--- src/rtl/lbg_pkg.sv ---
// shared types, codes and constants for the linear binning grid accumulator
`timescale 1ns / 1ps
package lbg_pkg;

  localparam int GRID_MAX   = 1024;
  localparam int CFG_IDX_W  = 3;
  localparam int CFG_DATA_W = 32;
  localparam int COUNT_W    = 48;
  localparam int DIV_W      = 33;

  typedef enum logic [1:0] {
    OP_CLEAR = 2'd0,
    OP_ADD   = 2'd1,
    OP_READ  = 2'd2,
    OP_NONE  = 2'd3
  } op_t;

  typedef enum logic [CFG_IDX_W-1:0] {
    REG_GRID_LOW      = 3'd0,
    REG_BIN_WIDTH     = 3'd1,
    REG_GRID_POINTS   = 3'd2,
    REG_TRUNCATE_ENDS = 3'd3,
    REG_LINEAR_MODE   = 3'd4
  } reg_idx_t;

  typedef struct packed {
    op_t                op;
    logic signed [31:0] sample;
    logic signed [31:0] weight;
    logic [9:0]         read_index;
  } item_t;

  typedef struct packed {
    logic signed [COUNT_W-1:0] grid_count;
    logic [9:0]                grid_index;
  } result_t;

  typedef enum logic [1:0] {
    RD_ITEM   = 2'd0,
    RD_CELL_A = 2'd1,
    RD_CELL_B = 2'd2
  } rd_sel_t;

  typedef enum logic [1:0] {
    WR_NONE   = 2'd0,
    WR_CLEAR  = 2'd1,
    WR_CELL_A = 2'd2,
    WR_CELL_B = 2'd3
  } wr_sel_t;

  typedef struct packed {
    logic    load_item;
    logic    clr_init;
    logic    div_load_pos;
    logic    div_load_frac;
    logic    div_step;
    logic    plan;
    logic    mul;
    logic    fin;
    rd_sel_t rd_sel;
    wr_sel_t wr_sel;
    logic    emit;
  } dp_cmd_t;

  typedef struct packed {
    logic clr_last;
    logic div_last;
    logic drop;
    logic split;
  } dp_stat_t;

endpackage

--- src/rtl/lbg_ctl.sv ---
// controller: sequences clear sweep, add and read through the datapath
`timescale 1ns / 1ps
module lbg_ctl (
  input  logic              clk,
  input  logic              rst,
  input  logic              start,
  input  lbg_pkg::op_t      item_op,
  input  lbg_pkg::dp_stat_t stat,
  output lbg_pkg::dp_cmd_t  cmd,
  output logic              busy
);

  typedef enum logic [3:0] {
    S_IDLE,
    S_CLEAR,
    S_DLOAD1,
    S_DIV1,
    S_PLAN,
    S_MUL,
    S_DLOAD2,
    S_DIV2,
    S_FIN,
    S_RD_A,
    S_WR_A,
    S_RD_B,
    S_WR_B,
    S_RD_REQ,
    S_RD_OUT
  } state_t;

  state_t state;
  state_t state_next;
  logic   two_cells;

  always_ff @(posedge clk) begin
    if (rst) begin
      state     <= S_CLEAR;
      two_cells <= 1'b0;
    end else begin
      state <= state_next;
      if (state == S_PLAN) begin
        two_cells <= stat.split;
      end
    end
  end

  assign busy = (state != S_IDLE);

  always_comb begin
    cmd        = '0;
    state_next = state;
    case (state)
      S_IDLE: begin
        if (start) begin
          cmd.load_item = 1'b1;
          case (item_op)
            lbg_pkg::OP_CLEAR: begin
              cmd.clr_init = 1'b1;
              state_next   = S_CLEAR;
            end
            lbg_pkg::OP_ADD:  state_next = S_DLOAD1;
            lbg_pkg::OP_READ: state_next = S_RD_REQ;
            default:          state_next = S_IDLE;
          endcase
        end
      end
      S_CLEAR: begin
        cmd.wr_sel = lbg_pkg::WR_CLEAR;
        if (stat.clr_last) begin
          state_next = S_IDLE;
        end
      end
      S_DLOAD1: begin
        cmd.div_load_pos = 1'b1;
        state_next       = S_DIV1;
      end
      S_DIV1: begin
        cmd.div_step = 1'b1;
        if (stat.div_last) begin
          state_next = S_PLAN;
        end
      end
      S_PLAN: begin
        cmd.plan = 1'b1;
        if (stat.drop) begin
          state_next = S_IDLE;
        end else if (stat.split) begin
          state_next = S_MUL;
        end else begin
          state_next = S_RD_A;
        end
      end
      S_MUL: begin
        cmd.mul    = 1'b1;
        state_next = S_DLOAD2;
      end
      S_DLOAD2: begin
        cmd.div_load_frac = 1'b1;
        state_next        = S_DIV2;
      end
      S_DIV2: begin
        cmd.div_step = 1'b1;
        if (stat.div_last) begin
          state_next = S_FIN;
        end
      end
      S_FIN: begin
        cmd.fin    = 1'b1;
        state_next = S_RD_A;
      end
      S_RD_A: begin
        cmd.rd_sel = lbg_pkg::RD_CELL_A;
        state_next = S_WR_A;
      end
      S_WR_A: begin
        cmd.wr_sel = lbg_pkg::WR_CELL_A;
        state_next = two_cells ? S_RD_B : S_IDLE;
      end
      S_RD_B: begin
        cmd.rd_sel = lbg_pkg::RD_CELL_B;
        state_next = S_WR_B;
      end
      S_WR_B: begin
        cmd.wr_sel = lbg_pkg::WR_CELL_B;
        state_next = S_IDLE;
      end
      S_RD_REQ: begin
        cmd.rd_sel = lbg_pkg::RD_ITEM;
        state_next = S_RD_OUT;
      end
      S_RD_OUT: begin
        cmd.emit   = 1'b1;
        state_next = S_IDLE;
      end
      default: state_next = S_IDLE;
    endcase
  end

endmodule

--- config.mk ---
export PLATFORM = sky130hd
export DESIGN_NAME = lbg_ctl
export DESIGN_NICKNAME = d
export VERILOG_FILES = /design/src/rtl/lbg_pkg.sv /design/src/rtl/lbg_ctl.sv
export SDC_FILE = /design/constraint.sdc
export NUM_CORES = 1
export LEC_CHECK = 0
export BUFFER_PORTS_ARGS = -buffer_cell sky130_fd_sc_hd__buf_2
export CORE_MARGIN = 2
export CORE_UTILIZATION = 42
export DETAILED_ROUTE_END_ITERATION = 7
export HOLD_SLACK_MARGIN = 0.06
export PLACE_DENSITY = 0.8
export SYNTH_ARGS = -nofsm -noshare
export SYNTH_HDL_FRONTEND = slang
export SYNTH_SLANG_ARGS = --single-unit
--- constraint.sdc ---
create_clock -name clk -period 1.2 [get_ports clk]
set_clock_uncertainty 0.1 [all_clocks]
set_input_delay 0.06 -clock clk [delete_from_list [all_inputs] [get_ports clk]]
set_output_delay 0.06 -clock clk [all_outputs]
set_load 0.03 [all_outputs]
==> impl_results.md, run 1 <==
- Post-synthesis simple-gate area fraction: 0.379
- Syn nets: 89
- Complex-gate fraction of the synthesized area: 0.266
- Row cnt: 13
- Setup WS pre-CTS: -0.326 ns
- Clk Tree Root Cell: clkbuf_4
- # IOs: 23
- Run status: aborted with a tool error
- Area leader, netlist: dfxtp_1
- Post-Syn Area per Cell: 7.35 sq um
- Sink Count: 5
- Postcts setup bufs: 15
- Yosys Warn Count: 0
- Mapped Cells: 80
- Share of flip-flops with an asynchronous set or reset: 0
- Port-buffer cells: 22
- Yosys top cell area share: 0.170
- Yosys reg bits: 5
- Post-DP Area: 953 sq um
- Post-synth cell types: 36
- Initial Util: 0.452
- Clock buffer depth: 2
- GPL Wtd Cong: 0.854
- Combinational family with the most area after synthesis: simple AND/OR/NAND/NOR gates
- Sequential area share after synthesis: 0.170
- Most common flop cell mapped by yosys: dfxtp_1
- Cell Area, Synth: ~590 sq um
- H-tree Lvls: 1
- CTS buffer count: 3
- Post-synth EDFFs: 0
- Fail Step: clock tree synthesis (4_1_cts)
- Adder and majority gate portion of the synthesized area: 0
- Err: [ERROR DPL-0033] detailed placement checks failed during check placement.
- Die Height: 41.4 um
- CTS resizes: 55
- Hold-fix buffers, CTS: 3
- Fraction of synthesized area in multiplexers: 0.0362
- Width of the die: 41.4 um
- Top cells by area, synth: dfxtp_1 17%, nor2_1 7.7%, buf_4 6.4%
- Post-DP HPWL: 1.50 mm
- Placed insts: 136
- Xor and xnor area share after synthesis: 0.0149
## Yosys cell counts (all sizes together), types with 2 or more instances
cell type	n
nor2	13
nand2b	6
nor3	4
o211ai	2
dfxtp	5
inv	5
nor4b	2
a21oi	3
buf	7
a221oi	2
nand2	3
and3	3
nor4	2
o21ai	7
## logic make-up after synthesis
| family | Yosys count |
|---|---|
| flip-flops | 5 |
| multiplexers | 2 |
| XOR/XNOR | 1 |
| buffers and inverters | 12 |
| AND/OR/NAND/NOR | 38 |
| AO/OA/AOI/OAI | 22 |
## per-stage QoR
step	util	setup TNS (ns)	hold WS, ns
detailed placement	0.733	-3.55	0.203
global placement	0.733	-3.15	0.200
floorplan	-	-1.22	0.0297
==> run 2: changes to the inputs <==
Settings changed: CORE_AREA from default to 2 2 63 65, CORE_MARGIN 2 to default, CORE_UTILIZATION 42 to default, DIE_AREA from default to 0 0 65 67, HOLD_SLACK_MARGIN 0.06 to default, PLACE_DENSITY 0.8 to default, PLACE_DENSITY_LB_ADDON from default to 0.15.
Clock period 1.2 ns to 1.6 ns, I/O delays scaled along.
==> run 2 against run 1 <==
Compared with the run above:
- the run now ends clean
- synthesized cell count is the same
- synthesized area stayed put
==> impl_results.md, run 2 <==
- Run status: complete, no violations (was aborted with a tool error)
- Most common flop cell mapped by yosys: dfxtp_1 (unchanged)
- Setup violations, final: 0
- Clock buffer depth: 2 (unchanged)
- Crit path time final: 1.53 ns
- Combinational power share: 0.275
- Grt met1 use: 0.131
- Hold_ws: 0.0592 ns
- Via density: 4.30
- Top cells by area, synth: dfxtp_1 17%, nor2_1 7.7%, buf_4 6.4% (unchanged)
- Commonest non-fill, non-tap cells in the layout: 19 x buf_2, 16 x buf_4, 11 x nor2_1
- Yosys Warn Count: 0 (unchanged)
- Cells along the critical path: buf_6, or3_1, a21oi_2, buf_6
- Later-pin clock latency in the skew report: 0.22 ns
- Tot Pwr: 504 uW
- Post-DP Area: 823 sq um (was 953 sq um)
- Combinational family with the most area after synthesis: simple AND/OR/NAND/NOR gates (unchanged)
- Complex-gate fraction of the synthesized area: 0.266 (unchanged)
- Power Internal: 357 uW
- Clock power share: 0.467
- Setup CP Type: reg -> out
- Sink Count: 5 (unchanged)
- Worst ir drop on vdd: 157 uV
- Fin. Hold Viols: 0
- CTS buffer count: 3 (unchanged)
- Post-synth cell types: 36 (unchanged)
- Fraction of synthesized area in multiplexers: 0.0362 (unchanged)
- Row cnt: 22 (was 13)
- Worst Path Max Fanout: 8
- Final ANT Viol Nets: 0
- Post-layout util: 0.265
- Post-route cell area: roughly 950 sq um
- WP data arrival: 1.35 ns
- Most common cell after layout, fill and taps aside: buf_2
- Slew Viols, Final: 0
- Share of cells above drive strength 1: 0.470
- Max FFs per register: 4
- Routed WL: 1.93 mm
- Xor and xnor area share after synthesis: 0.0149 (unchanged)
- Tot GR Track Use: 0.0946
- CP Capture Type: output pin
- GPL Wtd Cong: 0.797 (was 0.854)
- Post-synthesis simple-gate area fraction: 0.379 (unchanged)
- Switching part of the total: 0.291
- Setup_tns: 0 ns
- Post-Syn Area per Cell: 7.35 sq um (unchanged)
- First-pass GRT wire length: 3.15 mm
- Power density over the cells: 528 mW/mm^2
- Commonest cells post-synth: 12 x nor2_1, 6 x nand2b_1, 6 x o21ai_0 (unchanged)
- Vias in the first global route: a little under 700
- RSZ-0062 raised after global routing: false
- Most used routing layer: met2
- Crit path required time: 1.42 ns
- Sequential power share: 0.258
- Post-DP HPWL: 1.52 mm (was 1.50 mm)
- Final worst path period share: 0.956
- Syn nets: 89 (unchanged)
- Yosys reg bits: 5 (unchanged)
- # IOs: 23 (unchanged)
- Initial Util: 0.163 (was 0.452)
- Ant diodes: 0
- Die Height: 67 um (was 41.4 um)
- H-tree Lvls: 1 (unchanged)
- Final WS setup: between 0.07 and 0.08 ns
- Sequential area share after synthesis: 0.170 (unchanged)
- Area delta synth->final: 62.3%
- Port-buffer cells: 22 (unchanged)
- Setup WS pre-CTS: 0.0509 ns (was -0.326 ns)
- Clk Tree Root Cell: clkbuf_8 (was clkbuf_4)
- Yosys top cell area share: 0.170 (unchanged)
- CP peak stage delay: 0.36 ns
- Post-synth EDFFs: 0 (unchanged)
- Hold Crit Class: in -> reg
- Gr ovfl total: 0
- Area leader, netlist: dfxtp_1 (unchanged)
- Most used cell along the critical path: buf_6
- Placed insts: 156 (was 136)
- Cell Area, Synth: 588 sq um (unchanged)
- Drt initial violations: 20
- Top reg by flops: state
- Cell Count, Final, Fillers Out: 165
- Slew of the pin with the lowest slew margin: 0.327 ns
- Met2 Use GR: 0.147
- Max-cap viol count: 0
- Core area: 0.00361 sq mm
- Met3 usage: 0.0152
- Number of iterations in the first detailed-routing pass: 4
- Largest net degree at the start of global routing: 14
- Worst setup SP type: flip-flop
- Fmax: between 0.6 and 0.7 GHz
- Nets@finish: ~130
- Via count: 709
- Pleak: 0.415 nW
- Net switching power: 147 uW
- DRC errors left: 0
- Mapped Cells: 80 (unchanged)
- Most frequent cell after synthesis: nor2_1 (unchanged)
- Initial antenna violation count: 0
- Clk slew on worst S/H paths: approximately 0.040 ns
- Width of the die: 65 um (was 41.4 um)
- Top Registers: state x4, two_cells x1
- Share of flip-flops with an asynchronous set or reset: 0 (unchanged)
- Worst relative slew slack: 0.780
- Die ar.: between 0.004 and 0.005 sq mm
- Crit path max-delay cell type: or3_1
- WL/cell: 11.7 um
- Adder and majority gate portion of the synthesized area: 0 (unchanged)
- CTS tree: done
==> run 2: final timing paths <==
path	start	endpoint	slack (ns)	depth (start not counted)
worst max-delay path	state[0]	cmd[1]	0.07	4
worst min-delay path	stat[0]	two_cells	0.06	3
worst max register to register	state[2]	state[0]	0.17	4
worst min register to register	two_cells	two_cells	0.45	2
==> run 2: worst max-delay path: cells and delay by family (launching register included) <==
| family | cells | cell delay [ns] |
|---|---|---|
| flops | 1 | 0.34 |
| buf+inv | 2 | 0.28 |
| compound gates | 1 | 0.16 |
| simple gates | 1 | 0.36 |
==> run 2: kinds of logic (layout without fill, tap and decap cells) <==
family | Yosys count | count (layout)
XOR/XNOR | 1 | 1
multiplexers | 2 | 2
flip-flops | 5 | 5
AO/OA/AOI/OAI | 22 | 22
buffers and inverters | 12 | 49
AND/OR/NAND/NOR | 38 | 38
==> run 2: power by group through the flow <==
stage	sequential, mW	clock [mW]	combinational [mW]
floorplan	0.133	0	0.0787
global placement	0.135	0	0.126
detailed placement	0.135	0	0.126
CTS	0.131	0.239	0.130
global route	0.130	0.243	0.150
finish	0.130	0.235	0.138
==> run 2: layout make-up <==
cell class	count	area (sq um)
flip-flops and latches	5	113
fillers	400	2650
clock buffers	4	45.0
repair buffers	40	275
well taps	48	60.1
multi-input cells	63	443
inverters	5	18.8
==> run 2: layer usage <==
layer	vias to the layer above	routed length [um]	part of all wire
met1	324	978	0.51
li1	369	-	-
met5	-	0	0
met3	0	87	0.045
met2	16	868	0.45
met4	0	0	0
==> run 2: what timing repair did <==
| action | CTS | global route |
|---|---|---|
| setup endpoints to repair | 7 | 4 |
| resized for setup | 7 | 11 |
| hold buffers | 1 | 0 |
| buffers inserted | 0 | 4 |
| pin swaps | 0 | 1 |
| endpoints found under the hold margin | 2 | 0 |
No activity file was read; power rests on OpenSTA's default activity.
